--- config.mk ---
export PLATFORM = sky130hd
export DESIGN_NAME = fourfsk_byte_modulator_flat
export DESIGN_NICKNAME = d
export VERILOG_FILES = /design/src/rtl/core/fbm_pkg.sv /design/src/rtl/core/fbm_stream_if.sv /design/src/rtl/core/fbm_mac.sv /design/src/rtl/core/fourfsk_byte_modulator.sv /design/src/flat_wrapper.sv
export SDC_FILE = /design/constraint.sdc
export NUM_CORES = 1
export LEC_CHECK = 0
export BUFFER_PORTS_ARGS = -buffer_cell sky130_fd_sc_hd__buf_4
export CAP_MARGIN = 25
export CORE_ASPECT_RATIO = 0.5
export CORE_MARGIN = 2
export CORE_UTILIZATION = 41
export CTS_BUF_LIST = sky130_fd_sc_hd__clkbuf_4 sky130_fd_sc_hd__clkbuf_8
export DETAILED_ROUTE_END_ITERATION = 10
export SLEW_MARGIN = 5
export SYNTH_ARGS = -nofsm -noshare
export SYNTH_HDL_FRONTEND = slang
export SYNTH_SLANG_ARGS = --single-unit
--- constraint.sdc ---
create_clock -name i_clk -period 12.4 [get_ports i_clk]
set_clock_uncertainty 0.1 [all_clocks]
set_input_delay 1.24 -clock i_clk [delete_from_list [all_inputs] [get_ports i_clk]]
set_output_delay 1.24 -clock i_clk [all_outputs]
set_load 0.005 [all_outputs]
--- src/rtl/core/fbm_pkg.sv ---
// ---------------------------------------------------------------------------
// fbm_pkg
// shared types, constants and tables for the 4fsk byte modulator
// ---------------------------------------------------------------------------
package fbm_pkg;

    localparam int SYM_W      = 16;
    localparam int COEF_W     = 16;
    localparam int LEVEL_W    = 8;
    localparam int COEF_IDX_W = 9;
    localparam int SYMS_PER_BYTE = 4;

    localparam logic signed [SYM_W-1:0] SYM_HI = 16'sd1362;
    localparam logic signed [SYM_W-1:0] SYM_LO = 16'sd454;

    localparam logic [1:0] DIBIT_N_LO = 2'b00;
    localparam logic [1:0] DIBIT_N_HI = 2'b01;
    localparam logic [1:0] DIBIT_P_LO = 2'b10;
    localparam logic [1:0] DIBIT_P_HI = 2'b11;

    localparam logic [LEVEL_W-1:0] LEVEL_RESET = 8'd128;

    typedef struct packed {
        logic en;
        logic clr;
    } t_mac_ctl;

    function automatic logic signed [SYM_W-1:0] map_dibit(input logic [1:0] dibit);
        logic signed [SYM_W-1:0] v;
        unique case (dibit)
            DIBIT_P_HI: v = SYM_HI;
            DIBIT_P_LO: v = SYM_LO;
            DIBIT_N_LO: v = -SYM_LO;
            DIBIT_N_HI: v = -SYM_HI;
            default:    v = '0;
        endcase
        return v;
    endfunction

    // gaussian pulse, 45 taps, zero outside the central lobe
    function automatic logic [COEF_W-1:0] pulse_coeff(input logic [COEF_IDX_W-1:0] idx);
        logic [COEF_W-1:0] c;
        unique case (idx)
            9'd16:   c = 16'd17;
            9'd17:   c = 16'd319;
            9'd18:   c = 16'd2659;
            9'd19:   c = 16'd10668;
            9'd20:   c = 16'd22736;
            9'd21:   c = 16'd30728;
            9'd22:   c = 16'd32767;
            9'd23:   c = 16'd30728;
            9'd24:   c = 16'd22736;
            9'd25:   c = 16'd10668;
            9'd26:   c = 16'd2659;
            9'd27:   c = 16'd319;
            9'd28:   c = 16'd17;
            default: c = '0;
        endcase
        return c;
    endfunction

endpackage

--- src/rtl/core/fbm_stream_if.sv ---
// ---------------------------------------------------------------------------
// fbm stream interfaces
// valid/ready channels for input bytes and output samples
// ---------------------------------------------------------------------------
interface fbm_in_if;
    logic       valid;
    logic       ready;
    logic       mode;
    logic [7:0] data_byte;

    modport source (output valid, output mode, output data_byte, input ready);
    modport sink   (input valid, input mode, input data_byte, output ready);
endinterface

interface fbm_out_if;
    logic               valid;
    logic               ready;
    logic signed [15:0] sample;
    logic               last;

    modport source (output valid, output sample, output last, input ready);
    modport sink   (input valid, input sample, input last, output ready);
endinterface

--- src/rtl/core/fbm_mac.sv ---
// ---------------------------------------------------------------------------
// fbm_mac
// shared signed multiply-accumulate unit
// ---------------------------------------------------------------------------
module fbm_mac
    import fbm_pkg::*;
#(
    parameter int ACC_W = 38
) (
    input  logic                           i_clk,
    input  logic                           i_rst_n,
    input  t_mac_ctl                       i_ctl,
    input  logic signed [SYM_W-1:0]        i_a,
    input  logic signed [COEF_W:0]         i_b,
    output logic signed [ACC_W-1:0]        o_acc
);

    logic signed [SYM_W+COEF_W:0] prod;
    logic signed [ACC_W-1:0]      r_acc;
    logic signed [ACC_W-1:0]      n_acc;

    always_comb begin
        prod  = i_a * i_b;
        n_acc = (i_ctl.clr ? '0 : r_acc) + ACC_W'(prod);
    end

    always_ff @(posedge i_clk) begin
        if (!i_rst_n) begin
            r_acc <= '0;
        end else if (i_ctl.en) begin
            r_acc <= n_acc;
        end
    end

    assign o_acc = r_acc;

endmodule

--- src/rtl/core/fourfsk_byte_modulator.sv ---
// ---------------------------------------------------------------------------
// fourfsk_byte_modulator
// 4fsk byte modulator with gaussian polyphase interpolating filter
// ---------------------------------------------------------------------------
// sequence: each byte passes per symbol through MAP, PUSH, then MAC and EMIT per
//   phase; a sample is registered when EMIT is left; a new byte is taken only in IDLE;
//   the rate is set by the single multiply-accumulate unit, plus output stalls
// reset: synchronous active low; history cleared, level 128, channels idle
// ---------------------------------------------------------------------------
module fourfsk_byte_modulator
    import fbm_pkg::*;
#(
    parameter int UPSAMPLE   = 5,
    parameter int PHASE_TAPS = 9
) (
    input  logic               i_clk,
    input  logic               i_rst_n,
    input  logic               i_level_we,
    input  logic [LEVEL_W-1:0] i_level_wdata,
    fbm_in_if.sink             i_in,
    fbm_out_if.source          o_out
);

    localparam int ACC_W   = SYM_W + COEF_W + 1 + $clog2(PHASE_TAPS + 1);
    localparam int TAP_W   = $clog2(PHASE_TAPS);
    localparam int PH_W    = $clog2(UPSAMPLE);
    localparam int IDX_W   = $clog2(UPSAMPLE * PHASE_TAPS);
    localparam int SCNT_W  = $clog2(SYMS_PER_BYTE);

    localparam logic [2:0] ST_IDLE = 3'd0;
    localparam logic [2:0] ST_MAP  = 3'd1;
    localparam logic [2:0] ST_PUSH = 3'd2;
    localparam logic [2:0] ST_MAC  = 3'd3;
    localparam logic [2:0] ST_EMIT = 3'd4;

    localparam logic signed [ACC_W-1:0] SAT_MAX = ACC_W'(32767);
    localparam logic signed [ACC_W-1:0] SAT_MIN = ~SAT_MAX;

    logic [2:0]               r_state, n_state;
    logic [LEVEL_W-1:0]       r_level;
    logic                     r_mode;
    logic [7:0]               r_byte, n_byte;
    logic [SCNT_W-1:0]        r_sym, n_sym;
    logic [PH_W-1:0]          r_phase, n_phase;
    logic [TAP_W-1:0]         r_tap, n_tap;
    logic [IDX_W-1:0]         r_idx, n_idx;
    logic signed [SYM_W-1:0]  r_hist [PHASE_TAPS];
    logic                     r_out_valid;
    logic signed [SYM_W-1:0]  r_sample;
    logic                     r_last;

    t_mac_ctl                 mac_ctl;
    logic signed [SYM_W-1:0]  mac_a;
    logic signed [COEF_W:0]   mac_b;
    logic signed [ACC_W-1:0]  acc;
    logic signed [ACC_W-1:0]  acc_sh;
    logic signed [SYM_W-1:0]  acc_sat;
    logic                     in_beat;
    logic                     out_free;
    logic                     emit_load;
    logic                     push;
    logic                     emit_last;
    logic [TAP_W-1:0]         hist_sel;

    fbm_mac #(
        .ACC_W (ACC_W)
    ) u_mac (
        .i_clk   (i_clk),
        .i_rst_n (i_rst_n),
        .i_ctl   (mac_ctl),
        .i_a     (mac_a),
        .i_b     (mac_b),
        .o_acc   (acc)
    );

    assign in_beat   = i_in.valid && i_in.ready;
    assign out_free  = !r_out_valid || o_out.ready;
    assign emit_load = (r_state == ST_EMIT) && out_free;
    assign push      = (r_state == ST_PUSH);
    assign emit_last = (r_sym == SCNT_W'(SYMS_PER_BYTE - 1))
                    && (r_phase == PH_W'(UPSAMPLE - 1));
    assign hist_sel  = TAP_W'(PHASE_TAPS - 1) - r_tap;

    // symbol gain needs >>8, filter output >>15
    always_comb begin
        acc_sh = push ? (acc >>> 8) : (acc >>> 15);
        if (acc_sh > SAT_MAX) begin
            acc_sat = 16'sh7fff;
        end else if (acc_sh < SAT_MIN) begin
            acc_sat = -16'sh8000;
        end else begin
            acc_sat = SYM_W'(acc_sh);
        end
    end

    always_comb begin
        mac_ctl = '0;
        mac_a   = '0;
        mac_b   = '0;
        if (r_state == ST_MAP) begin
            mac_ctl.en  = 1'b1;
            mac_ctl.clr = 1'b1;
            mac_a       = r_mode ? '0 : map_dibit(r_byte[7:6]);
            mac_b       = (COEF_W + 1)'(r_level);
        end else if (r_state == ST_MAC) begin
            mac_ctl.en  = 1'b1;
            mac_ctl.clr = (r_tap == '0);
            mac_a       = r_hist[hist_sel];
            mac_b       = $signed({1'b0, pulse_coeff(COEF_IDX_W'(r_idx))});
        end
    end

    always_comb begin
        n_state = r_state;
        n_byte  = r_byte;
        n_sym   = r_sym;
        n_phase = r_phase;
        n_tap   = r_tap;
        n_idx   = r_idx;
        unique case (r_state)
            ST_IDLE: begin
                if (in_beat) begin
                    n_byte  = i_in.data_byte;
                    n_sym   = '0;
                    n_state = ST_MAP;
                end
            end
            ST_MAP: begin
                n_state = ST_PUSH;
            end
            ST_PUSH: begin
                n_byte  = {r_byte[5:0], 2'b00};
                n_phase = '0;
                n_tap   = '0;
                n_idx   = IDX_W'(UPSAMPLE - 1);
                n_state = ST_MAC;
            end
            ST_MAC: begin
                n_idx = r_idx + IDX_W'(UPSAMPLE);
                if (r_tap == TAP_W'(PHASE_TAPS - 1)) begin
                    n_state = ST_EMIT;
                end else begin
                    n_tap = r_tap + 1'b1;
                end
            end
            ST_EMIT: begin
                if (out_free) begin
                    if (r_phase != PH_W'(UPSAMPLE - 1)) begin
                        n_phase = r_phase + 1'b1;
                        n_tap   = '0;
                        n_idx   = IDX_W'(UPSAMPLE - 2) - IDX_W'(r_phase);
                        n_state = ST_MAC;
                    end else if (r_sym != SCNT_W'(SYMS_PER_BYTE - 1)) begin
                        n_sym   = r_sym + 1'b1;
                        n_state = ST_MAP;
                    end else begin
                        n_state = ST_IDLE;
                    end
                end
            end
            default: begin
                n_state = ST_IDLE;
            end
        endcase
    end

    always_ff @(posedge i_clk) begin
        if (!i_rst_n) begin
            r_state     <= ST_IDLE;
            r_level     <= LEVEL_RESET;
            r_out_valid <= 1'b0;
            r_sym       <= '0;
            r_phase     <= '0;
            r_tap       <= '0;
            r_idx       <= '0;
            for (int k = 0; k < PHASE_TAPS; k++) begin
                r_hist[k] <= '0;
            end
        end else begin
            r_state <= n_state;
            r_sym   <= n_sym;
            r_phase <= n_phase;
            r_tap   <= n_tap;
            r_idx   <= n_idx;
            if (i_level_we) begin
                r_level <= i_level_wdata;
            end
            if (push) begin
                r_hist[0] <= acc_sat;
                for (int k = 1; k < PHASE_TAPS; k++) begin
                    r_hist[k] <= r_hist[k-1];
                end
            end
            if (emit_load) begin
                r_out_valid <= 1'b1;
            end else if (o_out.ready) begin
                r_out_valid <= 1'b0;
            end
        end
    end

    always_ff @(posedge i_clk) begin
        r_byte <= n_byte;
        if (in_beat) begin
            r_mode <= i_in.mode;
        end
        if (emit_load) begin
            r_sample <= acc_sat;
            r_last   <= emit_last;
        end
    end

    assign i_in.ready   = (r_state == ST_IDLE);
    assign o_out.valid  = r_out_valid;
    assign o_out.sample = r_sample;
    assign o_out.last   = r_last;

    a_beat_starts_map: assert property (@(posedge i_clk) disable iff (!i_rst_n)
        in_beat |=> (r_state == ST_MAP))
        else $error("input beat did not start symbol mapping");

    a_last_ends_item: assert property (@(posedge i_clk) disable iff (!i_rst_n)
        (emit_load && emit_last) |=> (r_state == ST_IDLE))
        else $error("final sample loaded but sequencer not idle");

    a_tap_in_range: assert property (@(posedge i_clk) disable iff (!i_rst_n)
        (r_state == ST_MAC) |-> (r_tap <= TAP_W'(PHASE_TAPS - 1)))
        else $error("tap counter out of range");

endmodule
--- src/flat_wrapper.sv ---
// flat-port wrapper written by rule: the top's interface ports become plain ports
module fourfsk_byte_modulator_flat import fbm_pkg::*;
#(
    parameter int UPSAMPLE   = 5,
    parameter int PHASE_TAPS = 9
)
  (i_clk, i_rst_n, i_level_we, i_level_wdata, i_in_valid, i_in_mode, i_in_data_byte, i_in_ready, o_out_valid, o_out_sample, o_out_last, o_out_ready);
  fbm_in_if i_in_i ();
  fbm_out_if o_out_i ();
  input  logic i_clk;
  input  logic i_rst_n;
  input  logic i_level_we;
  input  logic [LEVEL_W-1:0] i_level_wdata;
  input wire logic [$bits(i_in_i.valid)-1:0] i_in_valid;
  input wire logic [$bits(i_in_i.mode)-1:0] i_in_mode;
  input wire logic [$bits(i_in_i.data_byte)-1:0] i_in_data_byte;
  output wire logic [$bits(i_in_i.ready)-1:0] i_in_ready;
  output wire logic [$bits(o_out_i.valid)-1:0] o_out_valid;
  output wire logic [$bits(o_out_i.sample)-1:0] o_out_sample;
  output wire logic [$bits(o_out_i.last)-1:0] o_out_last;
  input wire logic [$bits(o_out_i.ready)-1:0] o_out_ready;
  assign i_in_i.valid = i_in_valid;
  assign i_in_i.mode = i_in_mode;
  assign i_in_i.data_byte = i_in_data_byte;
  assign i_in_ready = i_in_i.ready;
  assign o_out_valid = o_out_i.valid;
  assign o_out_sample = o_out_i.sample;
  assign o_out_last = o_out_i.last;
  assign o_out_i.ready = o_out_ready;
  fourfsk_byte_modulator #(.UPSAMPLE(UPSAMPLE), .PHASE_TAPS(PHASE_TAPS)) u_core (.i_clk(i_clk), .i_rst_n(i_rst_n), .i_level_we(i_level_we), .i_level_wdata(i_level_wdata), .i_in(i_in_i), .o_out(o_out_i));
endmodule
==> flow_summary.toml <==
[status]
outcome = "completed"

[logic_synthesis]
ys_types = 77
avgSynthCellArea_um2 = 9.721
ys_seq_area_share_pct = 31.08
synth_compound_area_share_pct = 9.876
synth_xor_area_share_pct = 2.580
yosys-mux-area-fraction_pct = 5.587
synth.ff_latch_count = 247
synth_top_family_by_area = "adder cells"
yosysWarnings = 0
ys.flop_type = "edfxtp_1"
async_reset_ff_share_pct = 0
netlist_area_um2 = 21390
synth_fa_ha_area_share_pct = 27.18
synth-edff-count = 170
syn_inst = 2200
synth-simple-area-share_pct = 17.13
synth_nets = 2578

[clock_network]
cts.clk_slew.worst_paths_ns = 0.07
worstSkewPairLatency_ns = 0.58
clock-sinks = 247
ctsHoldBuffers = 0
clockBufferDepth = 3
ctsResizeCount = 0
numCtsBuffers = 40
cts_tree = "built"
htree_levels = 2
root_buffer = "clkbuf_8"
post_cts_buffers = 0

[sta]
worst_pin_slew_ns = 1.095
slew_headroom_pct = 26.99
fin_crit_sh_pct = 88.36
setup_viol_count_final = 0
layout_min_cycle_time_ns = 10.96
max_freq_mhz = 91.27
rsz0062_at_grt = "no"
setup_tns_ns = 0
final_hold_viol_count = 0
maxSlewViolCount = 0

[route]
postRouteAntennaNets = 0
dr.pass1.iters = 5
wl_per_cell_um = 18.12
wl_mm = 53.25
route.vias.total = 15688
drt-initial-drc-count = 1303
drc = 0
post_drt_via_cell_ratio = 5.340

[placement]
portBuffers = 40
dpl.hpwl_mm = 39.02
gp_congestion = 0.8951

[global_route]
use_met3_pct = 3.094
grt_max_degree = 117
use_met1_pct = 28.46
grt-ovfl-total = 0
top_usage_layer = "met2"
track_usage_pct = 19.93
grt_pass1_wl_mm = 84.79
grt_util_met2_pct = 31.83
grt_pass1_vias = 15399
antenna_found_initial = 0

[worst_setup_path]
rr_endpoint = "u_core.u_mac.o_acc[34]"
cp_data_required_time_ns = 12.82
reg2regPathDepth = 41
cp-startpoint = "u_core.r_tap[1]"
path_common_cell = "fa_1"
rr_startpoint = "u_core.r_tap[1]"
rrSetupSlack_ns = 1.44
cp-start-kind = "register"
slowest_delay_ns = 0.86
crit_slowest_cell = "ha_1"
criticalPathCategory = "reg -> reg"
critPathMaxFanout = 19
endpoint_kind = "register"
cp.arrival_ns = 11.37
endpoint = "u_core.u_mac.o_acc[34]"

[final_layout]
fin_nets = 2585
antenna_cells = 0
drive_above_1_share_pct = 10.06
fin_util_pct = 44.96
nFillCells = 4983
syn_to_final_growth_pct = 8.799

[die]
fp.dieH_um = 165.5
initial_core_util_pct = 41.33
die_w_um = 327.0
rows = 59
coreArea_um2 = 51750
pin_count = 41
design.die.area_um2 = 54110

[min_path]
min_path_type = "reg -> reg"
min-delay-start = "u_core.u_mac.o_acc[3]"

[power_and_ir_drop]
power_mw = 2.126
leakagePower_nw = 10.89
power_density_nw_per_um2 = 91.37
ir_drop_uv = 50.06

[job]
drv_cap = 0
[area by class of cell]
class / count / area [um2] / area share (%)
clock buffers: 61 / 733.2 / 3.151
clock inverters: 11 / 101.3 / 0.4356
inverters: 267 / 1002 / 4.307
multi-input cells: 1582 / 13370 / 57.47
flip-flops and latches: 247 / 6648 / 28.57
well taps: 701 / 877.1 / 3.770
repair buffers: 69 / 533.0 / 2.291
[worst min-delay path by stage]
stage / to / slack, ns / cells after the start
finish: u_core.u_mac.o_acc[3] / 0.35 / 2
global route: u_core.u_mac.o_acc[3] / 0.36 / 2
CTS: u_core.u_mac.o_acc[5] / 0.35 / 2
detailed placement: u_core.u_mac.o_acc[3] / 0.34 / 2
global placement: u_core.u_mac.o_acc[3] / 0.34 / 2
floorplan: u_core.u_mac.o_acc[3] / 0.33 / 2
[layer usage]
metal	wire length, um	up-vias
li1	-	7431
met1	25150	7763
met2	23740	408
met3	3216	86
met4	1144	0
met5	0	-
[through the flow]
stage	setup slack, ns	hold slack, ns	instance area [um2]	instances
after floorplan	1.866	0.3273	21390	2200
after global placement	1.818	0.3352	22380	2861
after detailed placement	1.511	0.3403	22390	2862
after CTS	1.499	0.3496	23220	2934
after global routing	0.8909	0.3616	23270	2938
final	1.443	0.3463	23270	2938
[synth_stat cells (all sizes together), types with 32 or more instances]
| cell | count | area [um2] |
|---|---|---|
| and3 | 138 | 868.3 |
| mux2i | 44 | 440.4 |
| edfxtp | 170 | 5105 |
| o21ai | 72 | 371.6 |
| nor2b | 51 | 319.1 |
| and2 | 39 | 244.0 |
| inv | 266 | 998.5 |
| mux4 | 32 | 720.7 |
| nand2 | 229 | 862.1 |
| xnor2 | 39 | 341.6 |
| dfxtp | 77 | 1541 |
| a21oi | 119 | 606.8 |
| nor2 | 195 | 742.0 |
| fa | 181 | 3623 |
| clkbuf | 84 | 315.3 |
| ha | 175 | 2190 |
| a21o | 36 | 274.0 |
[power by group]
part           switching, mW  total [mW]  internal, mW
Sequential            0.0340       0.974         0.940
Clock                  0.350       0.753         0.403
Combinational          0.262       0.399         0.136
Total                  0.646        2.13          1.48
[cell families after synthesis]
kind of cell               count (synthesis)
muxes                                     79
DFF                                      247
AOI/OAI and AO/OA                        329
and+or+nand+nor                          755
xor gates and xnor gates                  63
buffers and inverters                    371
adders and majority gates                356
[cells in the final DEF (no fill, tap or decap), drive strengths merged, types with 4 or more instances in the layout]
cell / synthesis / routed
inv: 266 / 268
nand2: 229 / 229
nor2: 195 / 195
fa: 181 / 181
ha: 175 / 175
edfxtp: 170 / 170
and3: 138 / 138
a21oi: 119 / 119
dfxtp: 77 / 77
o21ai: 72 / 72
buf: 20 / 68
clkbuf: 84 / 62
nor2b: 51 / 51
mux2i: 44 / 44
and2: 39 / 39
xnor2: 39 / 39
a21o: 36 / 36
mux4: 32 / 32
nand2b: 26 / 26
xor2: 24 / 24
nand3: 24 / 24
or2: 14 / 14
nor3: 13 / 13
a22oi: 13 / 13
a211oi: 12 / 12
o21bai: 9 / 9
o21a: 8 / 8
a22o: 8 / 8
a21boi: 8 / 8
o211ai: 8 / 8
nand4: 7 / 7
a31oi: 7 / 7
clkinv: 1 / 7
or3: 6 / 6
o31ai: 6 / 6
nand3b: 4 / 4
[flip-flops by register name, summed over array words and instances, names as in the netlist, named ones only]
register	cells
u_core.r_level	8
u_core.o_out.sample	16
u_core.r_phase	3
u_core.r_mode	1
u_core.r_tap	4
u_core.r_hist	144
u_core.r_sym	2
u_core.o_out.valid	1
u_core.u_mac.o_acc	37
u_core.r_state	3
u_core.r_idx	6
u_core.o_out.last	1
u_core.r_byte	8
[worst max-delay path: cells and delay by family, from the launching register on]
kind            cells  cell delay [ns]
compound gates     15             3.29
xor+xnor            2             0.22
fa+ha+maj           9             4.67
buf+inv             5             0.59
flops               1             0.40
mux                 2             0.29
simple gates        8             1.31
Note: power is estimated with default switching activity, not from simulation.
